--- src/design/htok_pkg.sv ---
// shared types, constants and codes of the http request header tokenizer
package htok_pkg;

    // default configuration of the top level
    localparam int HEADER_LIMIT_DEF = 16;
    localparam int OFFSET_BITS_DEF  = 16;

    // result queue sizing
    localparam int Q_DEPTH      = 4;
    localparam int Q_PTR_BITS   = $clog2(Q_DEPTH);
    localparam int Q_COUNT_BITS = $clog2(Q_DEPTH + 1);

    // delimiter bytes
    localparam logic [7:0] CH_SPACE = 8'h20;
    localparam logic [7:0] CH_CR    = 8'h0D;
    localparam logic [7:0] CH_LF    = 8'h0A;
    localparam logic [7:0] CH_COLON = 8'h3A;

    typedef enum logic [3:0] {
        PH_METHOD,
        PH_PATH,
        PH_VERSION,
        PH_VER_LF,
        PH_LINE,
        PH_NAME,
        PH_SKIP,
        PH_VALUE,
        PH_VAL_LF,
        PH_BLANK_LF,
        PH_BODY,
        PH_ERROR
    } htok_phase_t;

    typedef enum logic [2:0] {
        KIND_METHOD,
        KIND_PATH,
        KIND_VERSION,
        KIND_HDR_NAME,
        KIND_HDR_VALUE,
        KIND_DONE
    } htok_kind_t;

    typedef enum logic [1:0] {
        ST_OK,
        ST_MALFORMED,
        ST_TOO_LONG
    } htok_status_t;

    typedef struct packed {
        htok_kind_t   token_kind;
        logic [15:0]  slice_offset;
        logic [15:0]  slice_length;
        logic [4:0]   header_number;
        htok_status_t parse_status;
        logic         run_last;
    } htok_result_t;

    // results produced by one byte, in output order
    typedef struct packed {
        logic [1:0]   count;
        htok_result_t first;
        htok_result_t second;
    } htok_push_t;

    // fill level of the result queue
    typedef struct packed {
        logic [Q_COUNT_BITS-1:0] count;
    } htok_qstat_t;

endpackage

--- src/design/htok_in_if.sv ---
// byte input channel of the tokenizer
interface htok_in_if;
    logic       valid;
    logic       ready;
    logic [7:0] data_byte;
    logic       final_byte;

    modport source (output valid, output data_byte, output final_byte, input ready);
    modport sink   (input valid, input data_byte, input final_byte, output ready);
endinterface

--- src/design/htok_out_if.sv ---
// result output channel of the tokenizer
interface htok_out_if;
    logic        valid;
    logic        ready;
    logic [2:0]  token_kind;
    logic [15:0] slice_offset;
    logic [15:0] slice_length;
    logic [4:0]  header_number;
    logic [1:0]  parse_status;
    logic        run_last;

    modport source (output valid, output token_kind, output slice_offset,
                    output slice_length, output header_number, output parse_status,
                    output run_last, input ready);
    modport sink   (input valid, input token_kind, input slice_offset,
                    input slice_length, input header_number, input parse_status,
                    input run_last, output ready);
endinterface

--- src/design/htok_core.sv ---
// parse state registers and the per-byte token decision logic
module htok_core #(
    parameter int HEADER_LIMIT = htok_pkg::HEADER_LIMIT_DEF,
    parameter int OFFSET_BITS  = htok_pkg::OFFSET_BITS_DEF
) (
    input  logic                clk,
    input  logic                rst_n,
    input  logic                accept,
    input  logic [7:0]          data_byte,
    input  logic                final_byte,
    output htok_pkg::htok_push_t push
);

    localparam int HW = $clog2(HEADER_LIMIT + 1);
    localparam logic [HW-1:0] HL_W = HW'(HEADER_LIMIT);

    htok_pkg::htok_phase_t  phase_reg, phase_next;
    logic [OFFSET_BITS-1:0] pos_reg, pos_next;
    logic [OFFSET_BITS-1:0] start_reg, start_next;
    logic [OFFSET_BITS-1:0] vlen_reg, vlen_next;
    logic [HW-1:0]          hseen_reg, hseen_next;
    htok_pkg::htok_status_t err_reg, err_next;

    htok_pkg::htok_phase_t  ph;
    htok_pkg::htok_phase_t  ph_new;
    logic [OFFSET_BITS-1:0] start_new;
    logic [OFFSET_BITS-1:0] vlen_new;
    logic [HW-1:0]          hseen_new;
    htok_pkg::htok_status_t err_new;
    logic                   room;
    logic                   pos_max;
    logic [OFFSET_BITS-1:0] pos_inc;
    logic                   tok_valid;
    htok_pkg::htok_result_t tok;
    htok_pkg::htok_result_t done;

    assign room    = hseen_reg < HL_W;
    assign pos_max = (pos_reg == '1);
    assign pos_inc = pos_reg + OFFSET_BITS'(1);

    // phase transition and token emission for one byte
    always_comb
    begin
        ph        = phase_reg;
        err_new   = err_reg;
        start_new = start_reg;
        vlen_new  = vlen_reg;
        hseen_new = hseen_reg;
        tok_valid = 1'b0;
        tok.token_kind    = htok_pkg::KIND_METHOD;
        tok.slice_offset  = 16'(start_reg);
        tok.slice_length  = 16'(pos_reg - start_reg);
        tok.header_number = 5'd0;
        tok.parse_status  = htok_pkg::ST_OK;
        tok.run_last      = ~final_byte;

        // offset counter exhausted
        if (ph != htok_pkg::PH_ERROR && pos_max)
        begin
            if (err_new == htok_pkg::ST_OK)
                err_new = htok_pkg::ST_TOO_LONG;
            ph = htok_pkg::PH_ERROR;
        end
        ph_new = ph;

        case (ph)
            htok_pkg::PH_METHOD,
            htok_pkg::PH_PATH:
            begin
                if (data_byte == htok_pkg::CH_SPACE)
                begin
                    tok_valid      = 1'b1;
                    tok.token_kind = (ph == htok_pkg::PH_METHOD) ? htok_pkg::KIND_METHOD
                                                                 : htok_pkg::KIND_PATH;
                    start_new      = pos_inc;
                    ph_new         = (ph == htok_pkg::PH_METHOD) ? htok_pkg::PH_PATH
                                                                 : htok_pkg::PH_VERSION;
                end
            end
            htok_pkg::PH_VERSION,
            htok_pkg::PH_VALUE:
            begin
                if (data_byte == htok_pkg::CH_CR)
                begin
                    vlen_new = pos_reg - start_reg;
                    ph_new   = (ph == htok_pkg::PH_VERSION) ? htok_pkg::PH_VER_LF
                                                            : htok_pkg::PH_VAL_LF;
                end
            end
            htok_pkg::PH_VER_LF,
            htok_pkg::PH_VAL_LF:
            begin
                if (data_byte != htok_pkg::CH_LF)
                begin
                    if (err_new == htok_pkg::ST_OK)
                        err_new = htok_pkg::ST_MALFORMED;
                    ph_new = htok_pkg::PH_ERROR;
                end
                else
                begin
                    tok.slice_length = 16'(vlen_reg);
                    if (ph == htok_pkg::PH_VER_LF)
                    begin
                        tok_valid      = 1'b1;
                        tok.token_kind = htok_pkg::KIND_VERSION;
                    end
                    else if (room)
                    begin
                        tok_valid         = 1'b1;
                        tok.token_kind    = htok_pkg::KIND_HDR_VALUE;
                        tok.header_number = 5'(hseen_reg);
                        hseen_new         = hseen_reg + HW'(1);
                    end
                    ph_new = htok_pkg::PH_LINE;
                end
            end
            htok_pkg::PH_LINE:
            begin
                if (data_byte == htok_pkg::CH_CR)
                    ph_new = htok_pkg::PH_BLANK_LF;
                else
                begin
                    start_new = pos_reg;
                    if (data_byte == htok_pkg::CH_COLON)
                    begin
                        // empty header name
                        tok_valid         = room;
                        tok.token_kind    = htok_pkg::KIND_HDR_NAME;
                        tok.slice_offset  = 16'(pos_reg);
                        tok.slice_length  = 16'd0;
                        tok.header_number = 5'(hseen_reg);
                        ph_new            = htok_pkg::PH_SKIP;
                    end
                    else
                        ph_new = htok_pkg::PH_NAME;
                end
            end
            htok_pkg::PH_NAME:
            begin
                if (data_byte == htok_pkg::CH_COLON)
                begin
                    tok_valid         = room;
                    tok.token_kind    = htok_pkg::KIND_HDR_NAME;
                    tok.header_number = 5'(hseen_reg);
                    ph_new            = htok_pkg::PH_SKIP;
                end
            end
            htok_pkg::PH_SKIP:
            begin
                if (data_byte != htok_pkg::CH_SPACE)
                begin
                    start_new = pos_reg;
                    if (data_byte == htok_pkg::CH_CR)
                    begin
                        vlen_new = '0;
                        ph_new   = htok_pkg::PH_VAL_LF;
                    end
                    else
                        ph_new = htok_pkg::PH_VALUE;
                end
            end
            htok_pkg::PH_BLANK_LF:
            begin
                if (data_byte == htok_pkg::CH_LF)
                begin
                    start_new = pos_inc;
                    ph_new    = htok_pkg::PH_BODY;
                end
                else
                begin
                    if (err_new == htok_pkg::ST_OK)
                        err_new = htok_pkg::ST_MALFORMED;
                    ph_new = htok_pkg::PH_ERROR;
                end
            end
            default:
            begin
            end
        endcase
    end

    // done item for the final byte of a request
    always_comb
    begin
        done.token_kind    = htok_pkg::KIND_DONE;
        done.slice_offset  = 16'd0;
        done.slice_length  = 16'd0;
        done.header_number = 5'(hseen_new);
        done.parse_status  = err_new;
        done.run_last      = 1'b1;
        if (err_new == htok_pkg::ST_OK)
        begin
            if (ph_new == htok_pkg::PH_LINE)
                done.slice_offset = 16'(pos_inc);
            else if (ph_new == htok_pkg::PH_BODY)
            begin
                done.slice_offset = 16'(start_new);
                done.slice_length = 16'(pos_inc - start_new);
            end
            else
                done.parse_status = htok_pkg::ST_MALFORMED;
        end
    end

    // ordering of the results into the queue
    always_comb
    begin
        push.count  = 2'd0;
        push.first  = done;
        push.second = done;
        if (accept)
        begin
            if (tok_valid)
            begin
                push.first = tok;
                push.count = final_byte ? 2'd2 : 2'd1;
            end
            else if (final_byte)
                push.count = 2'd1;
        end
    end

    // state update, cleared after the final byte
    always_comb
    begin
        phase_next = phase_reg;
        pos_next   = pos_reg;
        start_next = start_reg;
        vlen_next  = vlen_reg;
        hseen_next = hseen_reg;
        err_next   = err_reg;
        if (accept)
        begin
            if (final_byte)
            begin
                phase_next = htok_pkg::PH_METHOD;
                pos_next   = '0;
                start_next = '0;
                vlen_next  = '0;
                hseen_next = '0;
                err_next   = htok_pkg::ST_OK;
            end
            else
            begin
                phase_next = ph_new;
                pos_next   = pos_max ? pos_reg : pos_inc;
                start_next = start_new;
                vlen_next  = vlen_new;
                hseen_next = hseen_new;
                err_next   = err_new;
            end
        end
    end

    always_ff @(posedge clk or negedge rst_n)
    begin
        if (!rst_n)
        begin
            phase_reg <= htok_pkg::PH_METHOD;
            pos_reg   <= '0;
            start_reg <= '0;
            vlen_reg  <= '0;
            hseen_reg <= '0;
            err_reg   <= htok_pkg::ST_OK;
        end
        else
        begin
            phase_reg <= phase_next;
            pos_reg   <= pos_next;
            start_reg <= start_next;
            vlen_reg  <= vlen_next;
            hseen_reg <= hseen_next;
            err_reg   <= err_next;
        end
    end

endmodule

--- src/design/htok_outq.sv ---
// small result queue that takes up to two results a cycle and sends one while the sink is ready
module htok_outq (
    input  logic                  clk,
    input  logic                  rst_n,
    input  htok_pkg::htok_push_t  push,
    output htok_pkg::htok_qstat_t stat,
    htok_out_if.source            tok
);

    localparam int PW = htok_pkg::Q_PTR_BITS;
    localparam int CW = htok_pkg::Q_COUNT_BITS;

    htok_pkg::htok_result_t mem_reg [htok_pkg::Q_DEPTH];
    logic [PW-1:0] wptr_reg, wptr_next;
    logic [PW-1:0] rptr_reg, rptr_next;
    logic [CW-1:0] count_reg, count_next;
    logic          pop;
    htok_pkg::htok_result_t head;

    assign head  = mem_reg[rptr_reg];
    assign pop   = tok.valid && tok.ready;
    assign stat.count = count_reg;

    // output beat from the queue head
    assign tok.valid         = (count_reg != '0);
    assign tok.token_kind    = head.token_kind;
    assign tok.slice_offset  = head.slice_offset;
    assign tok.slice_length  = head.slice_length;
    assign tok.header_number = head.header_number;
    assign tok.parse_status  = head.parse_status;
    assign tok.run_last      = head.run_last;

    // pointer and fill level update
    always_comb
    begin
        wptr_next  = wptr_reg + PW'(push.count);
        rptr_next  = rptr_reg + PW'(pop);
        count_next = count_reg + CW'(push.count) - CW'(pop);
    end

    // result storage
    always_ff @(posedge clk)
    begin
        if (push.count != 2'd0)
            mem_reg[wptr_reg] <= push.first;
        if (push.count == 2'd2)
            mem_reg[wptr_reg + PW'(1)] <= push.second;
    end

    always_ff @(posedge clk or negedge rst_n)
    begin
        if (!rst_n)
        begin
            wptr_reg  <= '0;
            rptr_reg  <= '0;
            count_reg <= '0;
        end
        else
        begin
            wptr_reg  <= wptr_next;
            rptr_reg  <= rptr_next;
            count_reg <= count_next;
        end
    end

endmodule

--- src/design/http_request_header_tokenizer.sv ---
// top level: http request line and header tokenizer
// a result is written into the result queue as its byte beat is accepted and leaves from the queue head
// throughput: one byte beat per cycle while input ready is high; a final byte that also ends a token
//   gives two result beats, which leave the result queue in order
// input ready is low while the four-entry result queue lacks room for two results
// reset: rst_n asynchronously clears the parse state and empties the result queue
module http_request_header_tokenizer #(
    parameter int HEADER_LIMIT = htok_pkg::HEADER_LIMIT_DEF,
    parameter int OFFSET_BITS  = htok_pkg::OFFSET_BITS_DEF
) (
    input  logic       clk,
    input  logic       rst_n,
    htok_in_if.sink    req,
    htok_out_if.source tok
);

    htok_pkg::htok_push_t  push;
    htok_pkg::htok_qstat_t qstat;
    logic                  accept;

    // accept while the queue can take a token and a done result
    assign req.ready = (qstat.count <= htok_pkg::Q_COUNT_BITS'(htok_pkg::Q_DEPTH - 2));
    assign accept    = req.valid && req.ready;

    htok_core #(
        .HEADER_LIMIT (HEADER_LIMIT),
        .OFFSET_BITS  (OFFSET_BITS)
    ) u_core (
        .clk        (clk),
        .rst_n      (rst_n),
        .accept     (accept),
        .data_byte  (req.data_byte),
        .final_byte (req.final_byte),
        .push       (push)
    );

    htok_outq u_outq (
        .clk   (clk),
        .rst_n (rst_n),
        .push  (push),
        .stat  (qstat),
        .tok   (tok)
    );

    // queue never overfills
    a_q_bound: assert property (@(posedge clk) disable iff (!rst_n)
        qstat.count <= htok_pkg::Q_COUNT_BITS'(htok_pkg::Q_DEPTH))
        else $error("result queue overfilled");

    // a final byte always leaves a result pending
    a_final_result: assert property (@(posedge clk) disable iff (!rst_n)
        accept && req.final_byte |=> qstat.count != '0)
        else $error("final byte produced no result");

    // done beats close the results of their byte
    a_done_last: assert property (@(posedge clk) disable iff (!rst_n)
        tok.valid && tok.token_kind == htok_pkg::KIND_DONE |-> tok.run_last)
        else $error("done beat without run_last");

    // no push without an accepted byte
    a_push_accept: assert property (@(posedge clk) disable iff (!rst_n)
        push.count != 2'd0 |-> accept)
        else $error("result pushed without a byte beat");

endmodule

--- src/flat_wrapper.sv ---
// flat-port wrapper written by rule: the top's interface ports become plain ports
module http_request_header_tokenizer_flat 
#(
    parameter int HEADER_LIMIT = htok_pkg::HEADER_LIMIT_DEF,
    parameter int OFFSET_BITS  = htok_pkg::OFFSET_BITS_DEF
)
  (clk, rst_n, req_valid, req_data_byte, req_final_byte, req_ready, tok_valid, tok_token_kind, tok_slice_offset, tok_slice_length, tok_header_number, tok_parse_status, tok_run_last, tok_ready);
  htok_in_if req_i ();
  htok_out_if tok_i ();
  input  logic clk;
  input  logic rst_n;
  input wire logic [$bits(req_i.valid)-1:0] req_valid;
  input wire logic [$bits(req_i.data_byte)-1:0] req_data_byte;
  input wire logic [$bits(req_i.final_byte)-1:0] req_final_byte;
  output wire logic [$bits(req_i.ready)-1:0] req_ready;
  output wire logic [$bits(tok_i.valid)-1:0] tok_valid;
  output wire logic [$bits(tok_i.token_kind)-1:0] tok_token_kind;
  output wire logic [$bits(tok_i.slice_offset)-1:0] tok_slice_offset;
  output wire logic [$bits(tok_i.slice_length)-1:0] tok_slice_length;
  output wire logic [$bits(tok_i.header_number)-1:0] tok_header_number;
  output wire logic [$bits(tok_i.parse_status)-1:0] tok_parse_status;
  output wire logic [$bits(tok_i.run_last)-1:0] tok_run_last;
  input wire logic [$bits(tok_i.ready)-1:0] tok_ready;
  assign req_i.valid = req_valid;
  assign req_i.data_byte = req_data_byte;
  assign req_i.final_byte = req_final_byte;
  assign req_ready = req_i.ready;
  assign tok_valid = tok_i.valid;
  assign tok_token_kind = tok_i.token_kind;
  assign tok_slice_offset = tok_i.slice_offset;
  assign tok_slice_length = tok_i.slice_length;
  assign tok_header_number = tok_i.header_number;
  assign tok_parse_status = tok_i.parse_status;
  assign tok_run_last = tok_i.run_last;
  assign tok_i.ready = tok_ready;
  http_request_header_tokenizer #(.HEADER_LIMIT(HEADER_LIMIT), .OFFSET_BITS(OFFSET_BITS)) u_core (.clk(clk), .rst_n(rst_n), .req(req_i), .tok(tok_i));
endmodule
--- config.mk ---
export PLATFORM = sky130hd
export DESIGN_NAME = http_request_header_tokenizer_flat
export DESIGN_NICKNAME = d
export VERILOG_FILES = /design/src/design/htok_pkg.sv /design/src/design/htok_in_if.sv /design/src/design/htok_out_if.sv /design/src/design/htok_core.sv /design/src/design/htok_outq.sv /design/src/design/http_request_header_tokenizer.sv /design/src/flat_wrapper.sv
export SDC_FILE = /design/constraint.sdc
export NUM_CORES = 1
export LEC_CHECK = 0
export BUFFER_PORTS_ARGS = -buffer_cell sky130_fd_sc_hd__buf_2
export CAP_MARGIN = 20
export CELL_PAD_IN_SITES_DETAIL_PLACEMENT = 0
export CELL_PAD_IN_SITES_GLOBAL_PLACEMENT = 1
export CORE_ASPECT_RATIO = 1.25
export CORE_MARGIN = 2
export CORE_UTILIZATION = 40
export DETAILED_ROUTE_END_ITERATION = 6
export GPL_TIMING_DRIVEN = 0
export PLACE_DENSITY = 0.66
export RECOVER_POWER = 25
export SYNTH_ARGS = -nofsm -noshare
export SYNTH_HDL_FRONTEND = slang
export SYNTH_SLANG_ARGS = --single-unit
--- constraint.sdc ---
create_clock -name clk -period 6.1 [get_ports clk]
set_clock_uncertainty 0.1 [all_clocks]
set_input_delay 0.305 -clock clk [delete_from_list [all_inputs] [get_ports clk]]
set_output_delay 0.305 -clock clk [all_outputs]
set_load 0.005 [all_outputs]
==> out/qor.yml <==
run_status:
  status: "finished with violations"
  violations: "capacitance limit, slew limit"
placement:
  dpl.hpwl_um: 39240
  pre_cts_ws_ns: -0.2185
  gp_congestion: 0.9427
  place_inst: 1948
  io_buffers: 57
route:
  drc: 0
  ant_nets: 0
  first_iter_violations: 1101
  top_layer_used: "met5"
  dr.pass1.iters: 5
  route.met2.wl_um: 25140
  wl_met1_um: 21570
  wl_per_cell_um: 26.08
  wl_met3_um: 3272
  routed_wl_um: 52310
  vias: 12213
  via_per_inst: 6.088
critical_path:
  worstSetupPathType: "reg2reg"
  cp_num_buf_inv: 4
  worstSetupEndpointType: "flop"
  path_max_fanout: 48
  startpoint: "u_core.u_core.pos_reg[1]"
  start_kind: "flop"
  crit_slowest_cell: "clkbuf_4"
  worstPathArrival_ns: 6.01
  cp_slowest_stage_delay_ns: 0.54
  cpMostUsedCell: "nor2_1"
  cp_top_family: "simple AND/OR/NAND/NOR gates"
  path_cells: "ha_1 -> and4_1 -> clkbuf_1 -> nand4_1 -> nand2_1 -> nor4b_2 -> nor2_1 -> o22ai_1 -> ha_1 -> clkbuf_2 -> o21ai_0 -> nor2_1 -> nor2_1 -> inv_1 -> clkbuf_4 -> a31oi_1 -> o21ai_0"
  required_ns: 6.25
  r2r-start: "u_core.u_core.pos_reg[1]"
clock_network:
  cts_buffers: 27
  clock_tree.buffer_depth: 3
  clk_latency_ns: 0.55
  cts_root_buf: "clkbuf_16"
  clk_pin_slew_ns: 0.06
  cts_tree: "done"
  clock_sinks: 238
  htree_num_levels: 1
power:
  cellLeakagePower_nw: 5.638
  p_sw_w: 0.003068
  combPwrFrac: 0.495
  power_frac_seq: 0.274
  irDropWorstVdd_v: 0.0002577
  cellPowerDensity_mw_per_mm2: 443.0
  power_frac_clock: 0.231
  swShare: 0.4223
  power.internal_w: 0.004196
finish:
  largest_reg_flops: 172
  drive_above_1_share: 0.1300
  area_delta_synth_final_pct: 13.59
  final_common_cell: "edfxtp_1"
  final_nets: 1568
  layout_common_cells: "edfxtp_1 (156), nand2_1 (136), nor2_1 (111)"
  final_cells: 2006
  fin_util: 0.4625
sta:
  hold_viol: 0
  finalSetupViolCount: 0
  min_period_ns: 5.857
  worst_slew_pin_slew_ns: 3.424
  slew_headroom: -1.283
  fin_setup_tns_ns: 0
  final_max_slew_viol_count: 58
  max_freq_ghz: 0.1707
  whs_ns: 0.06448
  fin_crit_sh: 0.9602
  final.setup.worst_slack_ns: 0.2430
  rsz0062_at_grt: "false"
global_route:
  antenna_found_initial: 3
  track_usage: 0.2776
  grt_pass1_wl_um: 78210
  grt_max_degree: 57
  grt_pass1_vias: 12227
  overflow: 0
floorplanning:
  fp.dieArea_mm2: 0.03764
  coreArea_mm2: 0.03545
  start_util: 0.4072
  ioPinCount: 58
  die_h_um: 216.4
  core.rowCount: 77
  die_x_um: 173.9
synth:
  async_flop_share: 0.2773
  synth-edff-count: 156
  synth.top_cell.area_share: 0.3245
  synth_area_mm2: 0.01444
  ys.flop_type: "edfxtp_1"
  synth_cell_types: 89
  seq_area_frac_synth: 0.4611
  syn-instance-count: 1409
  synth_fp_nets: 1466
  synth_top_cell_by_area: "edfxtp_1"
  syn_area_per_cell_um2: 10.25
  synth_warnings: 0
  synth-seq-cells: 238
  synth_area_leaders: "edfxtp_1 (32%), dfrtp_1 (11%), mux4_2 (6.7%), o22ai_1 (4.1%), ha_1 (3.6%)"
job:
  cap_violations: 2
worst_hold_path:
  min_path_type: "in2reg"
  hp-start: "req_final_byte"
[stage by stage]
step	instance area, um2	power [W]
3_5_place_dp	15470	0.005555
4_1_cts	16410	0.007235
2_1_floorplan	14440	0.004283
5_1_grt	16400	0.007620
3_3_place_gp	15310	0.005524
6_report	16400	0.007264
[final cells by class]
class	instances	area, um2
Fill cell	3500	19060
Multi-Input combinational cell	1018	7209
Sequential cell	238	6656
Clock buffer	34	732.0
Tap cell	474	593.1
Timing Repair Buffer	73	420.4
Buffer	95	399.1
Inverter	58	217.7
Clock inverter	15	167.7
Antenna cell	1	2.502
[cells in the mapped netlist (all sizes together) (6+ instances only)]
cell type	instances
a22o	28
dfxtp	16
nor3	29
mux2i	18
xnor2	29
nand4	13
o31ai	14
a21oi	76
a221o	7
nand3	28
a21boi	6
a31oi	16
nor2	113
nand2b	9
and3	10
inv	58
mux4	43
dfrtp	66
a211oi	8
o22ai	95
o22a	8
a21o	12
buf	24
o21ai	91
nor4	12
and2	7
a22oi	28
or4	6
nand2	136
nor2b	11
xor2	13
ha	41
or2	7
edfxtp	156
clkbuf	71
o21a	8
o2bb2ai	7
or3	11
[power by group through the flow]
stage | clock (W) | sequential [W] | combinational [W]
2_1_floorplan | 0 | 0.00200 | 0.00228
3_3_place_gp | 0 | 0.00202 | 0.00350
3_5_place_dp | 0 | 0.00202 | 0.00353
4_1_cts | 0.00169 | 0.00199 | 0.00355
5_1_grt | 0.00176 | 0.00201 | 0.00385
6_report | 0.00167 | 0.00199 | 0.00360
[metal layers]
metal | global-route usage | up-vias
li1 | - | 5633
met1 | 0.3468 | 6012
met2 | 0.4712 | 442
met3 | 0.05193 | 122
met4 | 0.1190 | 4
met5 | 0 | -
[kinds of logic (layout without fill, tap and decap cells)]
| kind of cell | Yosys count | count (layout) | synth area share |
|---|---|---|---|
| AOI/OAI and AO/OA | 460 | 460 | 0.2158 |
| xor gates and xnor gates | 42 | 42 | 0.02548 |
| adders and majority gates | 44 | 44 | 0.03969 |
| buffers and inverters | 153 | 275 | 0.04221 |
| DFF | 238 | 238 | 0.4611 |
| muxes | 63 | 63 | 0.08112 |
| other | 0 | 1 | 0 |
| and+or+nand+nor | 409 | 409 | 0.1346 |
[timing repair]
item                                   in CTS  in global routing
hold buffers                                1                  0
setup buffers                               3                  3
setup endpoints to repair                  19                 29
endpoints found under the hold margin      66                  0
resized for setup                           3                  6
pin swaps                                   1                  2
[path summary, 6_finish.rpt]
path | endpoint | slack (ns) | depth (start not counted)
max in group asynchronous | u_core.u_outq.stat[0] | 2.03 | 3
min reg2reg | u_core.u_outq.mem_reg[2][41] | 0.36 | 2
min | u_core.u_core.hseen_reg[2] | 0.06 | 2
max reg2reg | u_core.u_outq.mem_reg[3][37] | 0.24 | 17
min in group asynchronous | u_core.u_core.vlen_reg[1] | 0.18 | 2
max | u_core.u_outq.mem_reg[3][37] | 0.24 | 17
[worst reg2reg max path, delay by kind of cell, from the launching register on]
kind | cells | cell delay, ns
and+or+nand+nor | 7 | 2.03
AOI/OAI and AO/OA | 4 | 1.24
buffers and inverters | 4 | 1.05
adders and majority gates | 2 | 0.65
DFF | 1 | 0.49
Power figures use the tool's default switching activity.
